===== src/rtl/core/lsmt_pkg.sv =====
// Package: timing constants, mode codes and register indexes for the scanline mode timer.
`timescale 1ns / 1ps
`default_nettype none

package lsmt_pkg;

   localparam int OAM_DOTS      = 80;
   localparam int TRANSFER_DOTS = 172;
   localparam int HBLANK_DOTS   = 204;
   localparam int VISIBLE_LINES = 144;
   localparam int TOTAL_LINES   = 154;
   localparam int LINE_DOTS     = OAM_DOTS + TRANSFER_DOTS + HBLANK_DOTS;

   localparam int DOTS_W  = 5;
   localparam int DOT_W   = $clog2(LINE_DOTS + 32);
   localparam int LINE_W  = 8;
   localparam int SEL_W   = 4;
   localparam int CSR_IDX_W  = 1;
   localparam int CSR_DATA_W = 8;

   localparam int SEL_MODE0_BIT = 0;
   localparam int SEL_LYC_BIT   = 3;

   typedef enum logic [1:0] {
      MODE_HBLANK = 2'd0,
      MODE_VBLANK = 2'd1,
      MODE_OAM    = 2'd2,
      MODE_XFER   = 2'd3
   } mode_type;

   typedef enum logic [CSR_IDX_W-1:0] {
      CSR_STAT_INT_SELECT = 1'd0,
      CSR_LINE_COMPARE    = 1'd1
   } csr_index_type;

endpackage

`default_nettype wire


===== src/rtl/core/lsmt_if.sv =====
// Interfaces: request and response channels of the scanline mode timer.
`timescale 1ns / 1ps
`default_nettype none

interface lsmt_req_if import lsmt_pkg::*; ();
   logic              valid;
   logic              ready;
   logic [DOTS_W-1:0] dots_elapsed;

   modport source (output valid, output dots_elapsed, input ready);
   modport sink   (input valid, input dots_elapsed, output ready);
endinterface

interface lsmt_rsp_if import lsmt_pkg::*; ();
   logic              valid;
   logic              ready;
   logic [1:0]        mode;
   logic [LINE_W-1:0] line;
   logic              coincidence;
   logic              vblank_request;
   logic              status_request;
   logic              frame_done;

   modport source (output valid, output mode, output line, output coincidence,
                   output vblank_request, output status_request, output frame_done,
                   input ready);
   modport sink   (input valid, input mode, input line, input coincidence,
                   input vblank_request, input status_request, input frame_done,
                   output ready);
endinterface

`default_nettype wire


===== src/rtl/core/lcd_scanline_mode_timer.sv =====
// Top level: display scanline mode timer with request/response channels and register port.
// Each request adds its elapsed dots to the dot counter and produces one response describing
// mode, line and events after the step. One request is taken every cycle; the response
// appears in the output register the cycle after acceptance, and a new request is taken
// while a response waits as long as the response slot is being drained in the same cycle.
// The step is a single dot-counter add with one compare and subtract against the current
// mode's length. Write the registers only while no response is pending.
`timescale 1ns / 1ps
`default_nettype none

module lcd_scanline_mode_timer import lsmt_pkg::*; (
   input  wire logic                  clock,
   input  wire logic                  reset,
   lsmt_req_if.sink                   req,
   lsmt_rsp_if.source                 rsp,
   input  wire logic                  csr_write,
   input  wire logic [CSR_IDX_W-1:0]  csr_index,
   input  wire logic [CSR_DATA_W-1:0] csr_wdata
);

   logic [SEL_W-1:0]  stat_sel_ff;
   logic [LINE_W-1:0] line_cmp_ff;

   mode_type          mode_ff, mode_in;
   logic [DOT_W-1:0]  dot_ff, dot_in;
   logic [LINE_W-1:0] line_ff, line_in;

   logic              rsp_valid_ff, rsp_valid_in;
   logic [1:0]        rsp_mode_ff;
   logic [LINE_W-1:0] rsp_line_ff;
   logic              rsp_coin_ff, rsp_vblank_ff, rsp_status_ff, rsp_frame_ff;

   logic [DOT_W-1:0]  dot_sum;
   logic [LINE_W-1:0] line_inc;
   logic              vblank_in, status_in, frame_in;
   logic              accept;

   assign req.ready = !rsp_valid_ff || rsp.ready;
   assign accept    = req.valid && req.ready;

   always_comb begin
      dot_sum   = dot_ff + DOT_W'(req.dots_elapsed);
      line_inc  = line_ff + LINE_W'(1);
      mode_in   = mode_ff;
      dot_in    = dot_sum;
      line_in   = line_ff;
      vblank_in = 1'b0;
      status_in = 1'b0;
      frame_in  = 1'b0;
      unique case (mode_ff)
         MODE_HBLANK: begin
            if (dot_sum >= DOT_W'(HBLANK_DOTS)) begin
               dot_in  = dot_sum - DOT_W'(HBLANK_DOTS);
               line_in = line_inc;
               if (line_inc == LINE_W'(VISIBLE_LINES)) begin
                  mode_in   = MODE_VBLANK;
                  vblank_in = 1'b1;
               end else begin
                  mode_in = MODE_OAM;
               end
            end
         end
         MODE_VBLANK: begin
            if (dot_sum >= DOT_W'(LINE_DOTS)) begin
               dot_in = dot_sum - DOT_W'(LINE_DOTS);
               if (line_inc >= LINE_W'(TOTAL_LINES)) begin
                  line_in  = '0;
                  frame_in = 1'b1;
                  mode_in  = MODE_OAM;
               end else begin
                  line_in = line_inc;
               end
            end
         end
         MODE_OAM: begin
            if (dot_sum >= DOT_W'(OAM_DOTS)) begin
               dot_in  = dot_sum - DOT_W'(OAM_DOTS);
               mode_in = MODE_XFER;
            end
         end
         MODE_XFER: begin
            if (dot_sum >= DOT_W'(TRANSFER_DOTS)) begin
               dot_in    = dot_sum - DOT_W'(TRANSFER_DOTS);
               mode_in   = MODE_HBLANK;
               status_in = stat_sel_ff[SEL_MODE0_BIT]
                        || (stat_sel_ff[SEL_LYC_BIT] && (line_ff == line_cmp_ff));
            end
         end
         default: begin
         end
      endcase
   end

   always_comb begin
      rsp_valid_in = rsp_valid_ff && !rsp.ready;
      if (accept) begin
         rsp_valid_in = 1'b1;
      end
   end

   always_ff @(posedge clock) begin
      if (reset) begin
         stat_sel_ff  <= '0;
         line_cmp_ff  <= '0;
         mode_ff      <= MODE_OAM;
         dot_ff       <= '0;
         line_ff      <= '0;
         rsp_valid_ff <= 1'b0;
      end else begin
         if (csr_write) begin
            unique case (csr_index)
               CSR_STAT_INT_SELECT: stat_sel_ff <= csr_wdata[SEL_W-1:0];
               CSR_LINE_COMPARE:    line_cmp_ff <= csr_wdata[LINE_W-1:0];
               default: begin
               end
            endcase
         end
         if (accept) begin
            mode_ff <= mode_in;
            dot_ff  <= dot_in;
            line_ff <= line_in;
         end
         rsp_valid_ff <= rsp_valid_in;
      end
   end

   always_ff @(posedge clock) begin
      if (accept) begin
         rsp_mode_ff   <= mode_in;
         rsp_line_ff   <= line_in;
         rsp_coin_ff   <= (line_in == line_cmp_ff);
         rsp_vblank_ff <= vblank_in;
         rsp_status_ff <= status_in;
         rsp_frame_ff  <= frame_in;
      end
   end

   assign rsp.valid          = rsp_valid_ff;
   assign rsp.mode           = rsp_mode_ff;
   assign rsp.line           = rsp_line_ff;
   assign rsp.coincidence    = rsp_coin_ff;
   assign rsp.vblank_request = rsp_vblank_ff;
   assign rsp.status_request = rsp_status_ff;
   assign rsp.frame_done     = rsp_frame_ff;

   a_accept_fills: assert property (@(posedge clock) disable iff (reset)
      accept |=> rsp_valid_ff)
      else $error("accepted request produced no response");

   a_vblank_mode: assert property (@(posedge clock) disable iff (reset)
      (rsp_valid_ff && rsp_vblank_ff) |-> (rsp_mode_ff == MODE_VBLANK))
      else $error("vblank request outside vblank mode");

   a_frame_wrap: assert property (@(posedge clock) disable iff (reset)
      (rsp_valid_ff && rsp_frame_ff) |-> (rsp_line_ff == '0 && rsp_mode_ff == MODE_OAM))
      else $error("frame done without wrap to line zero");

   a_status_hblank: assert property (@(posedge clock) disable iff (reset)
      (rsp_valid_ff && rsp_status_ff) |-> (rsp_mode_ff == MODE_HBLANK))
      else $error("status request outside hblank entry");

   a_dot_bound: assert property (@(posedge clock) disable iff (reset)
      dot_ff < DOT_W'(LINE_DOTS + 32))
      else $error("dot counter out of range");

endmodule

`default_nettype wire


===== src/flat_wrapper.sv =====
// flat-port wrapper written by rule: the top's interface ports become plain ports
module lcd_scanline_mode_timer_flat import lsmt_pkg::*;
  (clock, reset, csr_write, csr_index, csr_wdata, req_valid, req_dots_elapsed, req_ready, rsp_valid, rsp_mode, rsp_line, rsp_coincidence, rsp_vblank_request, rsp_status_request, rsp_frame_done, rsp_ready);
  lsmt_req_if req_i ();
  lsmt_rsp_if rsp_i ();
  input  wire logic clock;
  input  wire logic reset;
  input  wire logic csr_write;
  input  wire logic [CSR_IDX_W-1:0] csr_index;
  input  wire logic [CSR_DATA_W-1:0] csr_wdata;
  input wire logic [$bits(req_i.valid)-1:0] req_valid;
  input wire logic [$bits(req_i.dots_elapsed)-1:0] req_dots_elapsed;
  output wire logic [$bits(req_i.ready)-1:0] req_ready;
  output wire logic [$bits(rsp_i.valid)-1:0] rsp_valid;
  output wire logic [$bits(rsp_i.mode)-1:0] rsp_mode;
  output wire logic [$bits(rsp_i.line)-1:0] rsp_line;
  output wire logic [$bits(rsp_i.coincidence)-1:0] rsp_coincidence;
  output wire logic [$bits(rsp_i.vblank_request)-1:0] rsp_vblank_request;
  output wire logic [$bits(rsp_i.status_request)-1:0] rsp_status_request;
  output wire logic [$bits(rsp_i.frame_done)-1:0] rsp_frame_done;
  input wire logic [$bits(rsp_i.ready)-1:0] rsp_ready;
  assign req_i.valid = req_valid;
  assign req_i.dots_elapsed = req_dots_elapsed;
  assign req_ready = req_i.ready;
  assign rsp_valid = rsp_i.valid;
  assign rsp_mode = rsp_i.mode;
  assign rsp_line = rsp_i.line;
  assign rsp_coincidence = rsp_i.coincidence;
  assign rsp_vblank_request = rsp_i.vblank_request;
  assign rsp_status_request = rsp_i.status_request;
  assign rsp_frame_done = rsp_i.frame_done;
  assign rsp_i.ready = rsp_ready;
  lcd_scanline_mode_timer u_core (.clock(clock), .reset(reset), .req(req_i), .rsp(rsp_i), .csr_write(csr_write), .csr_index(csr_index), .csr_wdata(csr_wdata));
endmodule

===== config.mk =====
export PLATFORM = sky130hd
export DESIGN_NAME = lcd_scanline_mode_timer_flat
export DESIGN_NICKNAME = d
export VERILOG_FILES = /design/src/rtl/core/lsmt_pkg.sv /design/src/rtl/core/lsmt_if.sv /design/src/rtl/core/lcd_scanline_mode_timer.sv /design/src/flat_wrapper.sv
export SDC_FILE = /design/constraint.sdc
export NUM_CORES = 1
export LEC_CHECK = 0
export ABC_CLOCK_PERIOD_IN_PS = 5100
export BUFFER_PORTS_ARGS = -buffer_cell sky130_fd_sc_hd__buf_2
export CORE_MARGIN = 10
export CORE_UTILIZATION = 36
export CTS_BUF_LIST = sky130_fd_sc_hd__clkbuf_8 sky130_fd_sc_hd__clkbuf_16
export CTS_CLUSTER_SIZE = 40
export DETAILED_ROUTE_END_ITERATION = 8
export PLACE_DENSITY = 0.53
export SKIP_CTS_REPAIR_TIMING = 1
export SLEW_MARGIN = 0
export SYNTH_ARGS = -nofsm -noshare
export SYNTH_HDL_FRONTEND = slang
export SYNTH_SLANG_ARGS = --single-unit

===== constraint.sdc =====
create_clock -name clock -period 5.1 [get_ports clock]
set_input_delay 0.51 -clock clock [delete_from_list [all_inputs] [get_ports clock]]
set_output_delay 0.51 -clock clock [all_outputs]
set_load 0.005 [all_outputs]

==> flow_summary_export.csv <==
group,metric,value,unit
drt,dr.pass1.iters,5,
drt,via_count,3150,
drt,wl,9400,um
logic_synthesis,yosysTopAreaCell,"dfxtp_1",
placed_design,place_area,3600,um2
logic_synthesis,yosys_warnings,0,
power,ir_drop,107.9,uV
global_routing,grt_pass1_wl,14930,um
power,p_leak,1.416,nW
sta,maxSlewViolCount,0,
logic_synthesis,synth_edf_count,14,
sta,relSlewSlack,40.35,%
global_routing,grt_pass1_vias,2880,
floorplan,io_pins,35,
worst_setup_path,rr_endpoint,"u_core.rsp.coincidence",
drt,antenna_left,0,
logic_synthesis,synth.avg_cell_area,8.101,um2
logic_synthesis,netlist_instances,415,
sta,layout_setup_ws,903.2,ps
power,report.power.total,0.001067,W
worst_setup_path,worst_setup_path_start_kind,"register",
sta,min_period,4197,ps
worst_setup_path,crit_fanout,16,
floorplan,design.core.area,9153,um2
placed_design,placedCellCount,538,
logic_synthesis,synth_area,3362,um2
global_routing,grt_max_degree,31,
sta,fin_skew,10.55,ps
logic_synthesis,async_reset_ff_share,0,%
clocking,numClockSinks,44,
floorplan,dieArea,13600,um2
logic_synthesis,synth_top_area_share,17.86,%
worst_setup_path,worstSetupEndpointType,"register",
floorplan,start_util,36.73,%
sta,setup_tns,0,ps
logic_synthesis,synth_most_common_cell,"nor2_1",
global_routing,overflow,0,
cells_and_area,final_nets,467,
sta,worst_slew_pin_slew,893.5,ps
flow_run,cap_violations,0,
cells_and_area,fin_cells,546,
clocking,clock_latency,310,ps
global_routing,antenna_found_initial,0,
sta,fmax,0.2383,GHz
hold_path,hp-class,"in2reg",
drt,wl_per_cell,17.22,um
placed_design,pre_cts_slack,594.5,ps
worst_setup_path,critPathArrivalTime,4270,ps
worst_setup_path,critPathKind,"reg2reg",
worst_setup_path,rrSetupSlack,900,ps
hold_path,hold_end,"u_core.rsp.valid",
hold_path,min_from,"req_valid",
sta,rsz0062_at_grt,"false",
power,power_density,288.7,nW/um2
logic_synthesis,synth_area_leaders,"dfxtp_1 (18%), edfxtp_1 (13%), nor2_1 (5.1%), nand2_1 (4.9%), ha_1 (4.8%)",
cells_and_area,drive_gt1_share,14.94,%
drt,via_per_inst,5.769,
sta,post-route-period-util,82.29,%
clocking,path_clk_slew,100,ps
placed_design,globalplace.congestion,0.8502,
cells_and_area,postLayoutCellArea,3695,um2
cells_and_area,area_growth,9.899,%
clocking,clockBufferDepth,2,
logic_synthesis,synth.top_cells.by_count,"nor2_1 (46), nand2_1 (44), a21oi_1 (32)",
outcome,outcome,"completed",
logic_synthesis,ys_ff_latch,44,
floorplan,die_y,116.6,um
clocking,htree_levels,2,
clocking,cts_tree,"yes",
placed_design,placement.io_buffers,34,
cells_and_area,antenna_cells,0,
hold_path,hold_path_depth,3,
floorplan,die_w,116.6,um
worst_setup_path,rr_startpoint,"u_core.dot_ff[0]",
worst_setup_path,reg2reg_depth,14,
sta,finalSetupViolCount,0,
worst_setup_path,required,5170,ps
drt,route.detailed.drc,0,
global_routing,grt_use_total,13.67,%
placed_design,dp_hpwl,6855,um
logic_synthesis,syn_nets,448,
logic_synthesis,ys_seq_area_share,30.37,%
clocking,clockRootBuffer,"clkbuf_8",
sta,hold_viol,0,
floorplan,std_cell_rows,35,
drt,drt-initial-drc-count,286,
logic_synthesis,ys.flop_type,"dfxtp_1",
logic_synthesis,yosys.cell_types.count,70,
clocking,numCtsBuffers,5,
[power breakdown]
part / switching, W / internal, W / total, W
registers: 0.0000436 / 0.000393 / 0.000437
clock network: 0.000135 / 0.000111 / 0.000246
logic: 0.000226 / 0.000158 / 0.000384
total: 0.000404 / 0.000662 / 0.00107
[registers in the layout, summed over array words and instances, names as in the netlist]
| register | flops |
|---|---|
| u_core.dot_ff | 9 |
| u_core.rsp.coincidence | 1 |
| u_core.rsp.status_request | 1 |
| u_core.rsp.mode | 2 |
| u_core.rsp.frame_done | 1 |
| u_core.rsp.vblank_request | 1 |
| u_core.stat_sel_ff | 2 |
| u_core.line_cmp_ff | 8 |
| u_core.rsp.valid | 1 |
| u_core.rsp.line | 8 |
| u_core.line_ff | 8 |
| u_core.mode_ff | 2 |
[cell type report]
cell class / count / area (um2)
timing repair buffer: 39 / 207.7
tap: 111 / 138.9
clock inverter: 2 / 12.51
fill: 912 / 5458
sequential: 44 / 1021
inverter: 14 / 52.55
multi-input combinational: 330 / 2180
clock buffer: 6 / 82.58
[stage by stage]
stage / hold WS [ps] / utilization [%]
final: 438.6 / 40.37
after global routing: 450.1 / 40.37
after floorplan: 440.0 / -
after detailed placement: 457.4 / 39.33
after global placement: 450.4 / 39.33
after CTS: 439.2 / 40.37
[metal layers]
layer | share of wire [%] | GRT usage (%) | up-vias
met2 | 42 | 19.80 | 110
met1 | 50 | 20.12 | 1482
met5 | 0 | 0 | -
met3 | 7.0 | 2.773 | 6
met4 | 0.85 | 3.130 | 0
li1 | - | - | 1552
[placed cells by master (no fill, tap or decap), types with 4 or more instances in the layout]
| master | n |
|---|---|
| buf_4 | 5 |
| xor2_1 | 9 |
| or3_1 | 4 |
| nand3_1 | 17 |
| dfxtp_1 | 30 |
| o21a_1 | 4 |
| nand2_1 | 44 |
| a21o_1 | 4 |
| clkbuf_8 | 6 |
| xnor2_1 | 16 |
| ha_1 | 13 |
| o21ai_0 | 16 |
| buf_2 | 34 |
| a211oi_1 | 10 |
| nand2b_1 | 4 |
| nor2_1 | 46 |
| a21oi_1 | 32 |
| nand4_1 | 4 |
| and4_1 | 4 |
| inv_1 | 14 |
| nor3_1 | 11 |
| edfxtp_1 | 14 |
| a31oi_1 | 9 |
| o211ai_1 | 7 |
| mux2i_1 | 5 |
| and3_1 | 6 |
[critical path, cell delays in order (launching register included)]
cell and delay [ps]:
dfxtp_1 320, ha_1 210, fa_1 420, a211oi_2 370, nor3b_1 120, or2_1 400, ha_1 290, inv_1 100
a221oi_4 50, nor3_4 560, a32oi_4 250, mux2i_1 400, xor2_1 210, a21oi_1 50, and4_1 210
[logic make-up after synthesis]
logic type	after synthesis	share of synthesized area (%)
compound gates	123	27.06
mux	5	1.489
xor+xnor	27	7.480
simple gates	161	23.37
flops	44	30.37
fa+ha+maj	14	5.434
buf+inv	41	4.801
[worst max-delay path by stage]
stage	start	to	slack, ps	cells past startpoint
final	u_core.dot_ff[0]	u_core.rsp.coincidence	900	14
after global routing	u_core.dot_ff[0]	u_core.rsp.coincidence	610	14
after CTS	u_core.dot_ff[0]	u_core.rsp.coincidence	910	14
after detailed placement	req_dots_elapsed[0]	u_core.rsp.coincidence	590	15
after global placement	req_dots_elapsed[0]	u_core.rsp.coincidence	640	15
after floorplan	req_dots_elapsed[0]	u_core.rsp.coincidence	1160	15
(Power assumes the default switching activity.)
